File: config.mk
export PLATFORM = sky130hd
export DESIGN_NAME = ttb_queue
export DESIGN_NICKNAME = d
export VERILOG_FILES = /design/src/rtl/ttb_pkg.sv /design/src/rtl/ttb_queue.sv
export SDC_FILE = /design/constraint.sdc
export NUM_CORES = 1
export LEC_CHECK = 0
export ABC_AREA = 0
export BUFFER_PORTS_ARGS = -buffer_cell sky130_fd_sc_hd__buf_2
export CAP_MARGIN = 40
export CORE_ASPECT_RATIO = 1.2
export CORE_UTILIZATION = 52
export DETAILED_ROUTE_END_ITERATION = 8
export GPL_ROUTABILITY_DRIVEN = 1
export MAX_ROUTING_LAYER = met4
export PLACE_DENSITY = 0.77
export SLEW_MARGIN = 5
export SYNTH_ARGS = -nofsm -noshare
export SYNTH_HDL_FRONTEND = slang
export SYNTH_SLANG_ARGS = --single-unit
File: constraint.sdc
create_clock -name clk -period 3.9 [get_ports clk]
set_input_delay 0.39 -clock clk [delete_from_list [all_inputs] [get_ports clk]]
set_output_delay 0.39 -clock clk [all_outputs]
set_load 0.01 [all_outputs]
File: src/rtl/ttb_pkg.sv
`timescale 1ns / 1ps

package ttb_pkg;

    // Element coordinate widths; table extents are powers of two of these
    localparam int XW = 6;
    localparam int YW = 6;
    localparam int ZW = 2;
    localparam int MAX_X = 1 << XW;
    localparam int MAX_Y = 1 << YW;
    localparam int MAX_Z = 1 << ZW;

    // Element address is {z, y, x}
    localparam int AW = XW + YW + ZW;
    localparam int DEPTH = 1 << AW;

    localparam int SW = XW + 1;   // x/y size register width
    localparam int SZW = ZW + 1;  // z size register width
    localparam int VW = 16;

    localparam int QDEPTH = 2;
    localparam int QAW = $clog2(QDEPTH);

    // Command codes
    localparam logic [2:0] CMD_WR_SRC = 3'd0;
    localparam logic [2:0] CMD_WR_DST = 3'd1;
    localparam logic [2:0] CMD_RD_DST = 3'd2;
    localparam logic [2:0] CMD_FILL   = 3'd3;
    localparam logic [2:0] CMD_COPY   = 3'd4;
    localparam logic [2:0] CMD_TILE   = 3'd5;

    // Configuration register indexes
    localparam logic [2:0] CFG_DST_X = 3'd0;
    localparam logic [2:0] CFG_DST_Y = 3'd1;
    localparam logic [2:0] CFG_DST_Z = 3'd2;
    localparam logic [2:0] CFG_SRC_X = 3'd3;
    localparam logic [2:0] CFG_SRC_Y = 3'd4;
    localparam logic [2:0] CFG_SRC_Z = 3'd5;

    // Classified operation kinds
    localparam logic [2:0] OP_NOP    = 3'd0;
    localparam logic [2:0] OP_WR_SRC = 3'd1;
    localparam logic [2:0] OP_WR_DST = 3'd2;
    localparam logic [2:0] OP_RD_DST = 3'd3;
    localparam logic [2:0] OP_BLIT   = 3'd4;

    typedef struct packed {
        logic [2:0]          cmd;
        logic [XW-1:0]       x;
        logic [YW-1:0]       y;
        logic [ZW-1:0]       z;
        logic signed [VW-1:0] value;
        logic [XW-1:0]       origin_x;
        logic [YW-1:0]       origin_y;
        logic [SW-1:0]       width;
        logic [SW-1:0]       height;
    } in_item_t;

    typedef struct packed {
        logic                 status;
        logic signed [VW-1:0] read_value;
    } out_item_t;

    typedef struct packed {
        logic [SW-1:0]  dst_xsize;
        logic [SW-1:0]  dst_ysize;
        logic [SZW-1:0] dst_zsize;
        logic [SW-1:0]  src_xlen;
        logic [SW-1:0]  src_ylen;
        logic [SZW-1:0] src_zsize;
    } cfg_t;

    typedef struct packed {
        logic [2:0]           kind;
        logic                 status;
        logic                 fill;
        logic [XW-1:0]        x;
        logic [YW-1:0]        y;
        logic [ZW-1:0]        z;
        logic signed [VW-1:0] value;
        logic [XW-1:0]        ox;
        logic [YW-1:0]        oy;
        logic [XW-1:0]        last_x;
        logic [YW-1:0]        last_y;
        logic [ZW-1:0]        last_z;
    } op_t;

endpackage

File: src/rtl/ttb_queue.sv
`timescale 1ns / 1ps

module ttb_queue (
    input  logic         clk,
    input  logic         rst_n,
    input  logic         push,
    input  ttb_pkg::op_t din,
    input  logic         pop,
    output logic         full,
    output logic         valid,
    output ttb_pkg::op_t dout
);
    import ttb_pkg::*;

    op_t            slot_reg [QDEPTH];
    logic [QAW-1:0] wr_ptr_reg;
    logic [QAW-1:0] wr_ptr_next;
    logic [QAW-1:0] rd_ptr_reg;
    logic [QAW-1:0] rd_ptr_next;
    logic [QAW:0]   count_reg;
    logic [QAW:0]   count_next;

    assign full  = (count_reg == (QAW+1)'(QDEPTH));
    assign valid = (count_reg != '0);
    assign dout  = slot_reg[rd_ptr_reg];

    always_comb
    begin
        wr_ptr_next = push ? wr_ptr_reg + QAW'(1) : wr_ptr_reg;
        rd_ptr_next = pop ? rd_ptr_reg + QAW'(1) : rd_ptr_reg;
        count_next  = count_reg + (QAW+1)'(push) - (QAW+1)'(pop);
    end

    always_ff @(posedge clk or negedge rst_n)
    begin
        if (!rst_n)
        begin
            wr_ptr_reg <= '0;
            rd_ptr_reg <= '0;
            count_reg  <= '0;
        end
        else
        begin
            wr_ptr_reg <= wr_ptr_next;
            rd_ptr_reg <= rd_ptr_next;
            count_reg  <= count_next;
        end
    end

    always_ff @(posedge clk)
    begin
        if (push)
        begin
            slot_reg[wr_ptr_reg] <= din;
        end
    end

endmodule

# Word-level counts from Yosys, hierarchy flattened
# Memories as Yosys holds them, arrays and structs flattened.
# Cells that the tools add are included.
# totals
regBits,4
latch_bits,0
ram_bits,122
romBits,0
inputBits,65
out_inout_bits,63
word_cells,12
memories,1
# op_classes
n_addsub,4
n_mul,0
n_div,0
magnitude_cmp,0
n_eq_ne,1
n_shift,0
mux,2
bitwise,0
n_reduce_logical,1
# memory_table
name,words,width,rd,rd_clocked_by_memory_dff,write_ports,line_no,source
slot_reg,2,61,1,0,1,ttb_queue.sv:15,op_t slot_reg [QDEPTH];
# ops
op,n
"adder 1 bit, second input constant",2
adder 2 x 1 -> 2 bit,1
"== test 2 bit, second input constant",1
2-to-1 mux 1 bit,2
nonzero test 2 bit,1
subtractor 2 x 1 -> 2 bit,1

# Depth between registers and ports, before layout
# depth
word_depth,2
depth_mapped,5
ltp_nobuf,5

# Worst setup path before layout
# Ideal clock, no wire load.
# synth_path
path_type,register -> register
startpoint,register wr_ptr_reg
endpoint,"memory slot_reg[0][0] (netlist bit), enable pin"
setup_time_ns,0.487
t_arrival_ns,3.115
required_time_ns,3.413
slack_ns,0.297
path_stages_with_launch,2
n_path_buf,0
period_less_slack_ns,3.603
cell_sequence,dfrtp_1 nor2b_1
# synth_rtl
element,line_no,source
"start, declared",ttb_queue.sv:16,logic [QAW-1:0] wr_ptr_reg;
"start signal, assigned",ttb_queue.sv:44,wr_ptr_reg <= wr_ptr_next;
"end, declared",ttb_queue.sv:15,
# Straight into the memory's write port.

==> flow_metrics.env <==
export IMPL_min_path_type="in -> reg"
export IMPL_cp_max_fo=39
export IMPL_initial_core_util=0.540
export IMPL_via_per_inst=4.85
export IMPL_post_cts_resized=0
export IMPL_firstDrtPassIters=4
export IMPL_grt_first_pass_wirelength_microns=11700
export IMPL_gr_usage_all_layers=0.172
export IMPL_ys_types=13
export IMPL_first_iter_violations=123
export IMPL_die_h_microns=108
export IMPL_hold_end="slot_reg[1][53]"
export IMPL_yosys_top_cells_area="edfxtp_1 75%, mux2_4 18%, buf_12 2.5%"
export IMPL_hold_buffers=1
export IMPL_cts_buffer_depth=2
export IMPL_h_tree_depth=4
export IMPL_cts_buffers=17
export IMPL_hold_viol=0
export IMPL_ir_drop_v=0.000647
export IMPL_first_global_vias=2354
export IMPL_cts_tree="yes"
export IMPL_cp_slowest_cell="dfrtp_4"
export IMPL_r2r_end="slot_reg[1][59]"
export IMPL_n_antenna_cell=0
export IMPL_cts_sinks=126
export IMPL_syn_inst=205
export IMPL_port_buffer_count=127
export IMPL_finalSetupViolCount=0
export IMPL_dieArea_sq_um=9820
export IMPL_worst_r2r_startpoint="wr_ptr_reg"
export IMPL_finalCriticalPeriod_ns=2.50
export IMPL_ant_nets=0
export IMPL_timing_fmax_ghz=0.400
export IMPL_drt_wl_total_microns=7730
export IMPL_status="finished clean"
export IMPL_cts_setup_buffers=0
export IMPL_core_region_area_sq_um=9080
export IMPL_path_depth=3
export IMPL_synth_largest_area_cell="edfxtp_1"
export IMPL_cts_root_buffer="clkbuf_8"
export IMPL_gp_congestion=0.670
export IMPL_fill_cells=610
export IMPL_layout_worst_path_cycle_share=0.642
export IMPL_arrival_ns=2.11
export IMPL_cpPeakStageDelay_ns=0.73
export IMPL_fin_setup_tns_ns=0
export IMPL_reg2reg_slack_ns=1.90
export IMPL_max_cap_violations=0
export IMPL_skew_ns=0.00614
export IMPL_holdPathStages=1
export IMPL_use_met3=0.0513
export IMPL_globalRouteMet2Util=0.288
export IMPL_ff_latch_area_sq_um=3770
export IMPL_yosysTopAreaCellShare=0.747
export IMPL_cp_start_kind="flop"
export IMPL_hpwl_microns=4990
export IMPL_worst_slew_pin_transition_ns=0.832
export IMPL_wl_per_cell_microns=16.1
export IMPL_cp_end_kind="primary output"
export IMPL_use_met1=0.179
export IMPL_worstPathRequired_ns=3.51
export IMPL_p_per_area_nw_per_um2=766
export IMPL_rsz0062_at_grt="no"
export IMPL_worstRegToRegCells=2
export IMPL_min_delay_start="din[53]"
export IMPL_syn_num_nets=272
export IMPL_placementRows=38
export IMPL_synth_seq_cells=126
export IMPL_multi_input_area_sq_um=1010
export IMPL_slew_headroom=0.445
export IMPL_cpLargestDelayFamily="flip-flops"
export IMPL_clk_transition_reported_paths_ns=0.05
export IMPL_area_growth_pct=26.2
export IMPL_syn_area_sq_um=4900
export IMPL_grt_busiest_layer="met2"
export IMPL_drive_gt1_frac=0.622
export IMPL_gr_total_overflow=0
export IMPL_ys_seq_area_frac=0.768
export IMPL_die_w_microns=90.6
export IMPL_finalMaxSlewViolations=0
export IMPL_crit_type="reg -> out"
export IMPL_p_leak_uw=0.00254
export IMPL_antenna_found_initial=0
export IMPL_clock_latency_ns=0.51
export IMPL_fin_nets=415
export IMPL_io_pins=128
export IMPL_worst_hold_slack_ns=0.0678
export IMPL_drc=0
export IMPL_synth_warnings=0
export IMPL_crit_chain="buf_16 > mux2_2 > buf_2"
export IMPL_critPathBufInv=2
export IMPL_avgSynthCellArea_sq_um=23.9
export IMPL_grt_max_degree=62
export IMPL_largest_reg_flops=122
export IMPL_vias=2326
-- cells in the final DEF (no fill, tap or decap) --
cell,instances
buf_2,127
edfxtp_1,122
mux2_4,59
clkbuf_16,16
clkinv_2,5
clkinvlp_4,4
bufinv_16,3
dfrtp_1,3
inv_1,2
mux2_2,2
xor2_1,2
ha_1,2
buf_4,2
xor3_1,1
nor2b_4,1
or2_2,1
nor2b_1,1
and2_2,1
clkbuf_8,1
clkinv_1,1
clkbuf_1,1
dlygate4sd3_1,1
buf_16,1
dfrtp_4,1
-- worst reg2reg max path: stages (launching register included) --
cell and delay, ns:
dfrtp_1 0.41, and2_2 0.71, buf_4 0.51
-- cell usage after synthesis --
library cell  instances
nor2b_1               2
and2_1                1
mux2_4               59
dfrtp_1               4
buf_12                6
or2_2                 1
xor2_1                2
inv_1                 2
edfxtp_1            122
xor3_1                1
buf_6                 1
ha_1                  2
mux2_2                2
-- stage by stage --
stage           util  total power, uW  instance area, sq um  worst slack, ns  instances
3_5_place_dp   0.618             3310                  5610             1.79        448
2_1_floorplan      -             2990                  4900            0.297        205
5_1_grt        0.681             4940                  6190             1.32        480
3_3_place_gp   0.615             3270                  5580             1.74        447
6_report       0.681             4740                  6190             1.40        480
4_1_cts        0.681             4800                  6190             1.36        480
-- logic make-up (layout without fill, tap and decap cells) --
| logic type | after synthesis | after routing | share of synthesized area |
|---|---|---|---|
| xor+xnor | 3 | 3 | 0.00842 |
| fa+ha+maj | 2 | 2 | 0.00510 |
| buf+inv | 9 | 164 | 0.0283 |
| flops | 126 | 126 | 0.768 |
| mux | 61 | 61 | 0.185 |
| simple gates | 4 | 4 | 0.00511 |
-- power by group --
part	total (uW)	internal (uW)	switching, uW
registers	1950	1810	142
logic	1320	721	598
clock network	1470	958	516
-- how the worst max path moves through the flow --
stage,start,slack (ns),end
after global routing,rd_ptr_reg,1.32,dout[50]
after detailed placement,push,1.79,slot_reg[1][45]
final,rd_ptr_reg,1.40,dout[50]
after floorplan,wr_ptr_reg,0.30,slot_reg[0][0]
after CTS,rd_ptr_reg,1.36,dout[50]
after global placement,rd_ptr_reg,1.74,dout[50]
-- layout make-up --
class / count / area share
multi-input cells: 70 / 0.163
repair buffers: 131 / 0.111
clock inverters: 13 / 0.0241
inverters: 2 / 0.00121
well taps: 120 / 0.0243
flip-flops and latches: 126 / 0.609
clock buffers: 18 / 0.0675
-- layer usage --
layer | wire length [microns] | share of wire | up-vias
met5 | 0 | 0 | -
met4 | 155 | 0.020 | 0
met3 | 371 | 0.048 | 11
met2 | 4300 | 0.56 | 80
met1 | 2910 | 0.38 | 1138
li1 | - | - | 1097
Note: power is estimated with default switching activity, not from simulation.
