File: src/rtl/ttb_pkg.sv
`timescale 1ns / 1ps

package ttb_pkg;

    // Element coordinate widths; table extents are powers of two of these
    localparam int XW = 6;
    localparam int YW = 6;
    localparam int ZW = 2;
    localparam int MAX_X = 1 << XW;
    localparam int MAX_Y = 1 << YW;
    localparam int MAX_Z = 1 << ZW;

    // Element address is {z, y, x}
    localparam int AW = XW + YW + ZW;
    localparam int DEPTH = 1 << AW;

    localparam int SW = XW + 1;   // x/y size register width
    localparam int SZW = ZW + 1;  // z size register width
    localparam int VW = 16;

    localparam int QDEPTH = 2;
    localparam int QAW = $clog2(QDEPTH);

    // Command codes
    localparam logic [2:0] CMD_WR_SRC = 3'd0;
    localparam logic [2:0] CMD_WR_DST = 3'd1;
    localparam logic [2:0] CMD_RD_DST = 3'd2;
    localparam logic [2:0] CMD_FILL   = 3'd3;
    localparam logic [2:0] CMD_COPY   = 3'd4;
    localparam logic [2:0] CMD_TILE   = 3'd5;

    // Configuration register indexes
    localparam logic [2:0] CFG_DST_X = 3'd0;
    localparam logic [2:0] CFG_DST_Y = 3'd1;
    localparam logic [2:0] CFG_DST_Z = 3'd2;
    localparam logic [2:0] CFG_SRC_X = 3'd3;
    localparam logic [2:0] CFG_SRC_Y = 3'd4;
    localparam logic [2:0] CFG_SRC_Z = 3'd5;

    // Classified operation kinds
    localparam logic [2:0] OP_NOP    = 3'd0;
    localparam logic [2:0] OP_WR_SRC = 3'd1;
    localparam logic [2:0] OP_WR_DST = 3'd2;
    localparam logic [2:0] OP_RD_DST = 3'd3;
    localparam logic [2:0] OP_BLIT   = 3'd4;

    typedef struct packed {
        logic [2:0]          cmd;
        logic [XW-1:0]       x;
        logic [YW-1:0]       y;
        logic [ZW-1:0]       z;
        logic signed [VW-1:0] value;
        logic [XW-1:0]       origin_x;
        logic [YW-1:0]       origin_y;
        logic [SW-1:0]       width;
        logic [SW-1:0]       height;
    } in_item_t;

    typedef struct packed {
        logic                 status;
        logic signed [VW-1:0] read_value;
    } out_item_t;

    typedef struct packed {
        logic [SW-1:0]  dst_xsize;
        logic [SW-1:0]  dst_ysize;
        logic [SZW-1:0] dst_zsize;
        logic [SW-1:0]  src_xlen;
        logic [SW-1:0]  src_ylen;
        logic [SZW-1:0] src_zsize;
    } cfg_t;

    typedef struct packed {
        logic [2:0]           kind;
        logic                 status;
        logic                 fill;
        logic [XW-1:0]        x;
        logic [YW-1:0]        y;
        logic [ZW-1:0]        z;
        logic signed [VW-1:0] value;
        logic [XW-1:0]        ox;
        logic [YW-1:0]        oy;
        logic [XW-1:0]        last_x;
        logic [YW-1:0]        last_y;
        logic [ZW-1:0]        last_z;
    } op_t;

endpackage

File: src/rtl/ttb_front.sv
`timescale 1ns / 1ps

module ttb_front (
    input  ttb_pkg::cfg_t     cfg,
    input  logic              busy,
    input  logic              in_valid,
    output logic              in_stall,
    input  ttb_pkg::in_item_t in_data,
    input  logic              q_full,
    output logic              q_push,
    output ttb_pkg::op_t      q_din
);
    import ttb_pkg::*;

    logic [SW-1:0]  x_e;
    logic [SW-1:0]  y_e;
    logic [SZW-1:0] z_e;
    logic [SW-1:0]  ox_e;
    logic [SW-1:0]  oy_e;
    logic [SW-1:0]  room_x;
    logic [SW-1:0]  room_y;
    logic [SW-1:0]  nx_copy;
    logic [SW-1:0]  ny_copy;
    logic [SW-1:0]  nx_tile;
    logic [SW-1:0]  ny_tile;
    logic [SZW-1:0] nz;
    logic [SW-1:0]  lx_fill;
    logic [SW-1:0]  ly_fill;
    logic [SZW-1:0] lz_fill;
    logic [SW-1:0]  lx_copy;
    logic [SW-1:0]  ly_copy;
    logic [SW-1:0]  lx_tile;
    logic [SW-1:0]  ly_tile;
    logic [SZW-1:0] lz_copy;
    logic           src_oob;
    logic           dst_oob;
    logic           off_oob;
    logic           org_oob;

    assign in_stall = busy || q_full;
    assign q_push   = in_valid && !in_stall;

    always_comb
    begin
        x_e  = {1'b0, in_data.x};
        y_e  = {1'b0, in_data.y};
        z_e  = {1'b0, in_data.z};
        ox_e = {1'b0, in_data.origin_x};
        oy_e = {1'b0, in_data.origin_y};

        src_oob = (x_e >= cfg.src_xlen) || (y_e >= cfg.src_ylen) || (z_e >= cfg.src_zsize);
        dst_oob = (x_e >= cfg.dst_xsize) || (y_e >= cfg.dst_ysize) || (z_e >= cfg.dst_zsize);
        off_oob = (x_e >= cfg.dst_xsize) || (y_e >= cfg.dst_ysize);
        org_oob = (ox_e >= cfg.src_xlen) || (oy_e >= cfg.src_ylen);

        // room left in destination past the offset (meaningful only when in range)
        room_x  = cfg.dst_xsize - x_e;
        room_y  = cfg.dst_ysize - y_e;
        nx_copy = (cfg.src_xlen < room_x) ? cfg.src_xlen : room_x;
        ny_copy = (cfg.src_ylen < room_y) ? cfg.src_ylen : room_y;
        nx_tile = (in_data.width < room_x) ? in_data.width : room_x;
        ny_tile = (in_data.height < room_y) ? in_data.height : room_y;
        nz      = (cfg.src_zsize < cfg.dst_zsize) ? cfg.src_zsize : cfg.dst_zsize;

        lx_fill = cfg.dst_xsize - SW'(1);
        ly_fill = cfg.dst_ysize - SW'(1);
        lz_fill = cfg.dst_zsize - SZW'(1);
        lx_copy = nx_copy - SW'(1);
        ly_copy = ny_copy - SW'(1);
        lx_tile = nx_tile - SW'(1);
        ly_tile = ny_tile - SW'(1);
        lz_copy = nz - SZW'(1);

        q_din        = '0;
        q_din.kind   = OP_NOP;
        q_din.x      = in_data.x;
        q_din.y      = in_data.y;
        q_din.z      = in_data.z;
        q_din.value  = in_data.value;

        case (in_data.cmd)
            CMD_WR_SRC:
            begin
                q_din.status = src_oob;
                q_din.kind   = src_oob ? OP_NOP : OP_WR_SRC;
            end
            CMD_WR_DST:
            begin
                q_din.status = dst_oob;
                q_din.kind   = dst_oob ? OP_NOP : OP_WR_DST;
            end
            CMD_RD_DST:
            begin
                q_din.status = dst_oob;
                q_din.kind   = dst_oob ? OP_NOP : OP_RD_DST;
            end
            CMD_FILL:
            begin
                q_din.kind   = OP_BLIT;
                q_din.fill   = 1'b1;
                q_din.x      = '0;
                q_din.y      = '0;
                q_din.last_x = lx_fill[XW-1:0];
                q_din.last_y = ly_fill[YW-1:0];
                q_din.last_z = lz_fill[ZW-1:0];
            end
            CMD_COPY:
            begin
                if (off_oob)
                begin
                    q_din.status = 1'b1;
                end
                else
                begin
                    q_din.kind   = OP_BLIT;
                    q_din.last_x = lx_copy[XW-1:0];
                    q_din.last_y = ly_copy[YW-1:0];
                    q_din.last_z = lz_copy[ZW-1:0];
                end
            end
            CMD_TILE:
            begin
                if (off_oob || org_oob)
                begin
                    q_din.status = 1'b1;
                end
                else if (nx_tile != '0 && ny_tile != '0)
                begin
                    q_din.kind   = OP_BLIT;
                    q_din.ox     = in_data.origin_x;
                    q_din.oy     = in_data.origin_y;
                    q_din.last_x = lx_tile[XW-1:0];
                    q_din.last_y = ly_tile[YW-1:0];
                    q_din.last_z = lz_copy[ZW-1:0];
                end
            end
            default:
            begin
                q_din.kind = OP_NOP;
            end
        endcase
    end

endmodule

File: config.mk
export PLATFORM = sky130hd
export DESIGN_NAME = ttb_front
export DESIGN_NICKNAME = d
export VERILOG_FILES = /design/src/rtl/ttb_pkg.sv /design/src/rtl/ttb_front.sv
export SDC_FILE = /design/constraint.sdc
export NUM_CORES = 1
export LEC_CHECK = 0
export BUFFER_PORTS_ARGS = -buffer_cell sky130_fd_sc_hd__buf_4
export CAP_MARGIN = 20
export CORE_MARGIN = 2
export CORE_UTILIZATION = 44
export DETAILED_ROUTE_END_ITERATION = 10
export PLACE_DENSITY = 0.77
export SLEW_MARGIN = 20
export SYNTH_ARGS = -nofsm -noshare
export SYNTH_HDL_FRONTEND = slang
export SYNTH_SLANG_ARGS = --single-unit
File: constraint.sdc
create_clock -name vclk -period 8.9
set_input_delay 1.335 -clock vclk [all_inputs]
set_output_delay 1.335 -clock vclk [all_outputs]
set_load 0.01 [all_outputs]
After elaboration in Yosys (flattened, before gate mapping). Index checks and enable logic that the tools add are counted.

$add $sub $neg: 10. Magnitude comparators: 13. Eq/ne operators: 5. Mux-type cells: 21. Reductions and logical operators: 14.

Operators with widths (number): $mux W26 (2); $ge A6 B7 Y1 (6); $pmux W14 S3 (1); $sub A6 B1 Y6 const B (6); $lt A7 B7 Y1 (4); $pmux W3 S6 (1); $mux W14 (1); $mux W7 (2); $reduce_bool A7 Y1 (2); $sub A7 B6 Y7 (2); $mux W13 (1); $mux W12 (1); $mux W6 (2); $mux W3 (3); $logic_or A1 B1 Y1 (7); $eq A3 B2 Y1 const B (2); $eq A3 B3 Y1 const B (2); $ge A2 B3 Y1 (2); $mux W2 (3); $pmux W1 S4 (1); $sub A2 B1 Y2 const B (2); $eq A3 B1 Y1 const B (1); $logic_not A3 Y1 (1); $lt A3 B3 Y1 (1); 4 further kinds (7).

Register bits: 0. Input bits: 96. Output and inout port bits: 63. Logic and storage cells: 63.

Logic depth before layout (Yosys ltp). Gate-level depths: netlist of run 1.

Depth in word-level cells: 8. Gate-level depth with buffers: 23. Gate-level depth less buffers: 21.

Worst setup path before layout of run 1. No wires, ideal clock.

Path kind: input -> output. Start point: input port cfg[27] (netlist bit). End point: output port q_din[0] (netlist bit). Arrival: 5.474 ns. Setup slack: 2.091 ns. Stages on the path: 22. Buffers on the path: 1. Cells stage by stage: inv_1 ha_1 inv_1 fa_1 a211o_1 a31oi_1 o311ai_0 ha_1 inv_1 a2111oi_0 o41a_1 o221ai_2 and2_1 clkbuf_1 nor2_1 a21oi_1 ha_1 nor3b_1 and4_4 nor4_4 a21oi_1 o22ai_1.

RTL lines: start, declared (RTL line ttb_front.sv:4) `input ttb_pkg::cfg_t cfg,`; end, declared (RTL line ttb_front.sv:11) `output ttb_pkg::op_t q_din`.

==> impl_results.md, run 1 <==
- Setup bufs post-CTS: 0
- Vias per inst: 5.836
- DR top layer: met4
- Antenna Nets Post-Route: 0
- First-pass GRT wire length: about 19000 microns
- Post-synthesis mux area share: 3.468%
- Core ar.: between 8000 and 9000 sq um
- Fillers: slightly below 800
- Vias: between 4000 and 5000
- Initial Utilization: around 45%
- Post-Route M1 WL: 5100 microns
- Netlist Area Pre-Place: about 3700 sq um
- Sequential share of the synthesized area: 0%
- Post-Route WL: 12430 microns
- Gr ovfl total: 0
- Clock buffer count: 0
- Fin. Hold Viols: 0
- Synth Area in XOR/XNOR: approximately 9%
- Largest net degree at the start of global routing: 21
- Row count: 33
- DPL Wire Length: roughly 11000 microns
- Fin area: between 4000 and 5000 sq um
- Most frequent cells in the layout: buf_4 (130), ha_1 (65), inv_1 (55)
- Largest family of logic cells by synthesized area: compound AO/OA/AOI/OAI gates
- Synth Area in Compound Gates: a little over a quarter
- Max-Cap Viols: 0
- Vias in the first global route: 4049
- WHS: approximately 2.7 ns
- Final TNS setup: 0 ns
- Synth Area in Simple Gates: 26.03%
- Status: finished, final reports clean
- Post-synthesis adder-cell area fraction: a little under a quarter
- Final period util: between 80 and 90%
- Worst Setup Slack, final: between 1 and 1.5 ns
- GPL Wtd Cong: 0.9743
- Most common cell after layout, fill and taps aside: buf_4
- Arrival @ worst endpoint: about 6.5 ns
- FF+latch count: 0
- Crit Path Max Fanout: 15
- Worst setup path class: input port to output port
- Worst min path class: input port to output port
- Fin util: between 50 and 60%
- PwrDens: between 70 and 80 nW/um^2
- I/O pins: around 160
- DRT iter0 DRCs: 150
- Fraction of layout cells with a size suffix above 1: 25.53%
- Worst EP required: approximately 7.6 ns
- Tmin final: 7.793 ns
- DR WL met2: 6176 microns
- Synth-to-Final Area Change: 24.11%
- Max VDD drop: roughly 0.037 mV
- Met3 routed WL: about 900 microns
- Leak: ~2.3 nW
- Antenna diode count: 0
- Setup crit start kind: input port
- CP Capture Type: output port
- Post-route DRC: 0
- Die area: approximately 9000 sq um
- Gate Count Post-Synth: around 520
- Fin nets: slightly below 800
- Routed WL per cell: 17.16 microns
- Drt first pass iters: 5
- Antenna violations before repair: 0
- I/O Buffers: between 100 and 150
- Power after layout: 0.3670 mW
- Fmax: around 0.13 GHz
- Post-CTS resize count: 0
- CTS Hold Bufs: 0
- Cell Area, Placed: about 4600 sq um
- Worst Tran Pin Value: approximately 0.85 ns
- Warning count from the yosys run: 0
- Die Span Y: roughly 96 microns
- FF+latch area: 0 sq um
- Cell count after placement: 724
- Layout Cells excl Fill: 724
- Count of cell types in the netlist: between 70 and 80
- Pre-CTS setup slack: 1.132 ns
- Slew HR: approximately 43%
- Die X-Extent: about 96 microns
- Final count of negative-setup-slack endpoints: 0
- RSZ-0062 raised after global routing: false
- Fin. max-slew vios: 0
- Syn avg cell area: 7.119 sq um
- Net Count, Synth: ~700
- Total track usage: roughly a quarter
## cells by family (layout without fill, tap and decap cells)
kind of cell	Yosys count	in the layout
simple gates	185	185
mux	11	11
buf+inv	88	185
fa+ha+maj	68	68
xor+xnor	38	38
compound gates	132	132
## power breakdown
group	switching, mW	total [mW]	internal, mW
Clock	0	0	0
Combinational	0.205	0.367	0.162
Sequential	0	0	0
## Yosys cell counts (3+ instances only)
master     n  area [sq um]
ha_1      65         813.3
inv_1     55         206.5
nor2_1    44         165.2
nand2_1   34         127.6
a21oi_1   26         130.1
o21ai_0   26         130.1
xnor2_1   26         227.7
nor3_1    21         105.1
buf_4     18         135.1
nand2b_1  17         106.4
and3_1    16         100.1
nand3_1   15         75.07
xor2_1    12         105.1
a21o_1     8         60.06
mux2i_1    8         80.08
o211ai_1   8         60.06
clkbuf_1   6         22.52
a211o_1    4         35.03
a211oi_1   4         30.03
and2_1     4         25.02
buf_2      4         20.02
buf_6      4         45.04
nand4_1    4         25.02
o21a_1     4         30.03
o21ai_1    4         20.02
o221ai_1   4         35.03
or2_1      4         25.02
or2_2      4         25.02
or4_1      4         30.03
a22oi_1    3         22.52
a31oi_1    3         18.77
nor4_1     3         18.77
o211ai_2   3         37.54
o221ai_2   3         45.04
o22ai_1    3         18.77
## path summary, 6_finish.rpt
check | end | slack [ns] | startpoint | cells after the start
min | q_din[33] | 2.67 | in_data[33] | 0
max | q_din[9] | 1.11 | cfg[27] | 23
## area by class of cell
class	count	area, sq um	area share, %
well taps	105	131.4	2.849
repair buffers	130	975.9	21.16
inverters	55	206.4	4.476
multi-input cells	434	3298	71.51
## critical path: stages
cell and delay [ns]:
buf_4 0.12, inv_1 0.07, ha_1 0.18, inv_1 0.06, fa_1 0.46, a211o_1 0.33, a31oi_1 0.16, o311ai_0 0.21
ha_1 0.42, inv_1 0.05, a2111oi_0 0.32, o41a_1 0.23, o221ai_2 0.14, and2_1 0.26, nor2_1 0.11, a21oi_1 0.05
ha_1 0.20, nor3b_1 0.14, and4_4 0.20, nor4_4 0.75, nand2_4 0.25, o221ai_2 0.23, buf_4 0.16
## layer usage
metal / vias to the layer above / GRT usage, %
met5: - / 0
met4: 0 / 5.357
met3: 22 / 1.644
met2: 178 / 49.07
met1: 1952 / 33.05
li1: 2073 / -
Note: power is estimated with default switching activity, not from simulation.
==> inputs of run 2 (changes only) <==
--- a/config.mk
+++ b/config.mk
@@ -7,10 +7,9 @@
 export LEC_CHECK = 0
 export BUFFER_PORTS_ARGS = -buffer_cell sky130_fd_sc_hd__buf_4
 export CAP_MARGIN = 20
-export CORE_MARGIN = 2
 export CORE_UTILIZATION = 44
 export DETAILED_ROUTE_END_ITERATION = 10
-export PLACE_DENSITY = 0.77
+export PLACE_DENSITY = 0.75
 export SLEW_MARGIN = 20
 export SYNTH_ARGS = -nofsm -noshare
 export SYNTH_HDL_FRONTEND = slang
==> run 2 against run 1 <==
Net effect: routed wire length shrank 4.0%; critical path depth stayed put; critical path type unchanged; cell area unchanged.
==> impl_results.md, run 2 (synthesis results as in run 1) <==
- Status: finished, final reports clean
- Crit path max-delay family: compound AO/OA/AOI/OAI gates
- I/O pins: around 160
- CTS Hold Bufs: 0
- Crit-path max cell delay: about 0.74 ns
- Fin nets: between 700 and 800
- Worst setup path class: input port to output port
- Slew HR: 43.38%
- Worst EP required: ~7.6 ns
- FF+latch area: 0 sq um
- Gr ovfl total: 0
- Antenna diode count: 0
- Crit Path Max Fanout: 15
- Crit-path slowest cell: nor4_4
- Routed WL per cell: 16.48 microns
- Vias per inst: about 5.8
- FF+latch count: 0
- Most frequent cells in the layout: buf_4 (130), ha_1 (65), inv_1 (55)
- Buffers & Inverters on Critical Path: 5
- Post-CTS resize count: 0
- Max VDD drop: around 0.042 mV
- Worst Tran Pin Value: 0.8404 ns
- Core ar.: around 8000 sq um
- Final count of negative-setup-slack endpoints: 0
- DRT iter0 DRCs: about 170
- Largest net degree at the start of global routing: 21
- Most common cell after layout, fill and taps aside: buf_4
- Die X-Extent: ~94 microns
- Leak: 2.304 nW
- WHS: 2.670 ns
- Fraction of layout cells with a size suffix above 1: between 20% and 30%
- Final TNS setup: 0 ns
- Critical Path, Cell by Cell: buf_4 -> inv_1 -> ha_1 -> inv_1 -> fa_1 -> a211o_1 -> a31oi_1 -> o311ai_0 -> ha_1 -> inv_1 -> a2111oi_0 -> o41a_1 -> o221ai_2 -> and2_1 -> nor2_1 -> a21oi_1 -> ha_1 -> nor3b_1 -> and4_4 -> nor4_4 -> nand2_4 -> o221ai_2 -> buf_4
- Synth-to-Final Area Change: 24.11%
- Clock buffer count: 0
- Vias: around 4200
- Arrival @ worst endpoint: about 6.5 ns
- First-pass GRT wire length: 18630 microns
- Tmin final: between 7 and 8 ns
- Total track usage: 26.29%
- Worst min path class: input port to output port
- Max-Cap Viols: 0
- Final period util: 88.53%
- Die Span Y: 93.90 microns
- Post-route DRC: 0
- Die area: around 8800 sq um
- Pre-CTS setup slack: 1.142 ns
- DPL Wire Length: approximately 10000 microns
- Fmax: about 0.13 GHz
- GPL Wtd Cong: 0.9898
- Setup bufs post-CTS: 0
- Vias in the first global route: just under 4000
- Initial Utilization: 45.45%
- Fin. max-slew vios: 0
- I/O Buffers: approximately 130
- PwrDens: about 79 nW/um^2
- Row count: 33
- Drt first pass iters: 5
- RSZ-0062 raised after global routing: false
- Setup crit start kind: input port
- Worst Setup Slack, final: just over 1 ns
- Antenna Nets Post-Route: 0
- Post-Route WL: between 10000 and 15000 microns
- Antenna violations before repair: 0
- CP Capture Type: output port
- Fin. Hold Viols: 0
[run 2: cell counts in the layout (fill, tap and decap cells not counted)]
No cell type changed its count.
[run 2: cell type report]
type	instances	area [sq um]
Fill cell	779	3563
Inverter	55	206.4
Multi-Input combinational cell	434	3298
Tap cell	105	131.4
Timing Repair Buffer	130	975.9
[run 2: per-layer routing]
metal | share of wire [%] | GRT usage, %
met5 | 0 | 0
met1 | 43 | 33.66
met3 | 6.6 | 1.537
met4 | 1.5 | 4.103
met2 | 49 | 48.66
[run 2: final timing paths]
path  slack [ns]        start  cells after the start         to
max         1.02      cfg[27]                     23   q_din[3]
min         2.67  in_data[36]                      0  q_din[36]
[run 2: power breakdown]
part           internal (mW)  switching (mW)
clock network              0               0
registers                  0               0
logic                  0.162           0.202
total                  0.162           0.202
[run 2: metrics by stage]
| step | std cells | instance area (sq um) | utilization (%) | power, mW |
|---|---|---|---|---|
| 4_1_cts | 724 | 4612 | 56.41 | 0.3603 |
| 6_report | 724 | 4612 | 56.41 | 0.3636 |
| 5_1_grt | 724 | 4612 | 56.41 | 0.3986 |
| 2_1_floorplan | 522 | 3716 | - | 0.2494 |
| 3_3_place_gp | 724 | 4603 | 56.31 | 0.3516 |
| 3_5_place_dp | 724 | 4612 | 56.41 | 0.3580 |
==> inputs of run 3 (changes only) <==
--- a/config.mk
+++ b/config.mk
@@ -9,6 +9,7 @@
 export CAP_MARGIN = 20
 export CORE_UTILIZATION = 44
 export DETAILED_ROUTE_END_ITERATION = 10
+export GPL_TIMING_DRIVEN = 0
 export PLACE_DENSITY = 0.75
 export SLEW_MARGIN = 20
 export SYNTH_ARGS = -nofsm -noshare
==> run 3 against run 2 <==
Net effect: cell area rose by 6.5%; routed wire length rose by 3.8%; fmax fell by 2.2%; first-iteration DRC count rose by 15%; critical endpoint is now q_din[10]; critical path depth rose by 2.
==> impl_results.md, run 3 (synthesis results as in run 1) <==
- Crit-path slowest cell: nor4_4
- Clock buffer count: 0
- Die area: between 8000 and 9000 sq um
- Multi-input logic area: between 3000 and 4000 sq um
- Fin. max-slew vios: 0
- End of the critical path: q_din[10]
- Fin area: between 4000 and 5000 sq um
- Crit Path Max Fanout: 10
- FF+latch count: 0
- Row count: 33
- Die Span Y: roughly 94 microns
- Final count of negative-setup-slack endpoints: 0
- Post-route DRC: 0
- Worst EP required: between 7 and 8 ns
- Final TNS setup: 0 ns
- Setup crit start kind: input port
- Max VDD drop: around 0.041 mV
- Worst setup startpoint: cfg[27]
- Post-Route WL: around 12000 microns
- Worst setup path class: input port to output port
- Crit-path max cell delay: ~0.54 ns
- I/O Buffers: ~140
- Largest net degree at the start of global routing: 11
- Post-CTS resize count: 0
- Cell Area, Placed: approximately 4900 sq um
- Worst Tran Pin Value: about 0.8 ns
- Antenna Nets Post-Route: 0
- GPL Wtd Cong: between 0.9 and 1
- Setup bufs post-CTS: 0
- Most common cell after layout, fill and taps aside: buf_4
- Vias: around 4400
- Max-Cap Viols: 0
- PwrDens: approximately 77 nW/um^2
- First-pass GRT wire length: about 20000 microns
- Met3 routed WL: between 900 and 1000 microns
- Vias per inst: roughly 5.7
- DPL Wire Length: about 11000 microns
- DR top layer: met4
- Fin. Hold Viols: 0
- I/O pins: between 150 and 200
- FF+latch area: 0 sq um
- Die X-Extent: 93.90 microns
- Core ar.: between 8000 and 9000 sq um
- DRT iter0 DRCs: 195
- Fin nets: about 830
- Antenna violations before repair: 0
- Antenna diode count: 0
- Pre-CTS setup slack: just over 0.9 ns
- Most frequent cells in the layout: buf_4 (160), ha_1 (65), inv_1 (55)
- DR WL met2: 6166 microns
- Post-Route M1 WL: between 5000 and 6000 microns
- WHS: between 2 and 3 ns
- Tmin final: ~8.1 ns
- Gr ovfl total: 0
- Final period util: about nine tenths
- Initial Utilization: between 40% and 50%
- Total track usage: 27.73%
- Slew HR: 45.07%
- Leak: around 2.5 nW
- CP Capture Type: output port
- Fillers: about 770
- CTS Hold Bufs: 0
- Fmax: between 0.1 and 0.15 GHz
- Fraction of layout cells with a size suffix above 1: just under 30%
- Worst Setup Slack, final: 0.8406 ns
- Drt first pass iters: 5
- RSZ-0062 raised after global routing: false
- Worst min path class: input port to output port
- Synth-to-Final Area Change: 32.22%
- Arrival @ worst endpoint: about 6.7 ns
- Vias in the first global route: a little over 4000
- Routed WL per cell: 16.10 microns
- Status: finished, final reports clean
## run 3: changes by cell type in the layout (fill, tap and decap cells not counted)
cell,delta
buf_1,+1
buf_2,+4
buf_4,+30
buf_6,+4
clkbuf_1,+6
nor4_1,+1
nor4_4,-1
## run 3: report_power, final
part	internal (mW)	leakage [nW]	switching (mW)
Clock	0	0	0
Combinational	0.171	2.49	0.209
Sequential	0	0	0
## run 3: cell type report
cell class	count	share of cell area, %
tap	105	2.674
inverter	55	4.202
multi-input combinational	434	66.82
buffer	33	4.609
timing repair buffer	142	21.70
## run 3: per-layer routing
layer | GRT usage, % | vias up
met3 | 1.052 | 8
met1 | 35.91 | 1995
li1 | - | 2164
met2 | 50.79 | 194
met5 | 0 | -
met4 | 5.256 | 0
## run 3: worst max-delay path: cells and delay by family
family	cells	cell delay, ns
and+or+nand+nor	6	1.33
AOI/OAI and AO/OA	8	1.83
adders and majority gates	4	1.33
buffers and inverters	7	0.90
## run 3: through the flow
| step | utilization [%] | std cells | power (mW) |
|---|---|---|---|
| after floorplan | - | 522 | 0.2494 |
| after global placement | 60.10 | 769 | 0.3671 |
| after detailed placement | 60.10 | 769 | 0.3745 |
| after CTS | 60.10 | 769 | 0.3771 |
| after global routing | 60.10 | 769 | 0.4179 |
| final | 60.10 | 769 | 0.3798 |
## run 3: how the worst min path moves through the flow
stage / start / end / slack [ns] / cells past startpoint
3_5_place_dp: in_data[31] / q_din[31] / 2.85 / 2
6_report: in_data[31] / q_din[31] / 2.85 / 2
4_1_cts: in_data[31] / q_din[31] / 2.85 / 2
2_1_floorplan: in_data[58] / q_din[58] / 2.72 / 1
3_3_place_gp: in_data[32] / q_din[32] / 2.85 / 2
5_1_grt: in_data[31] / q_din[31] / 2.85 / 2
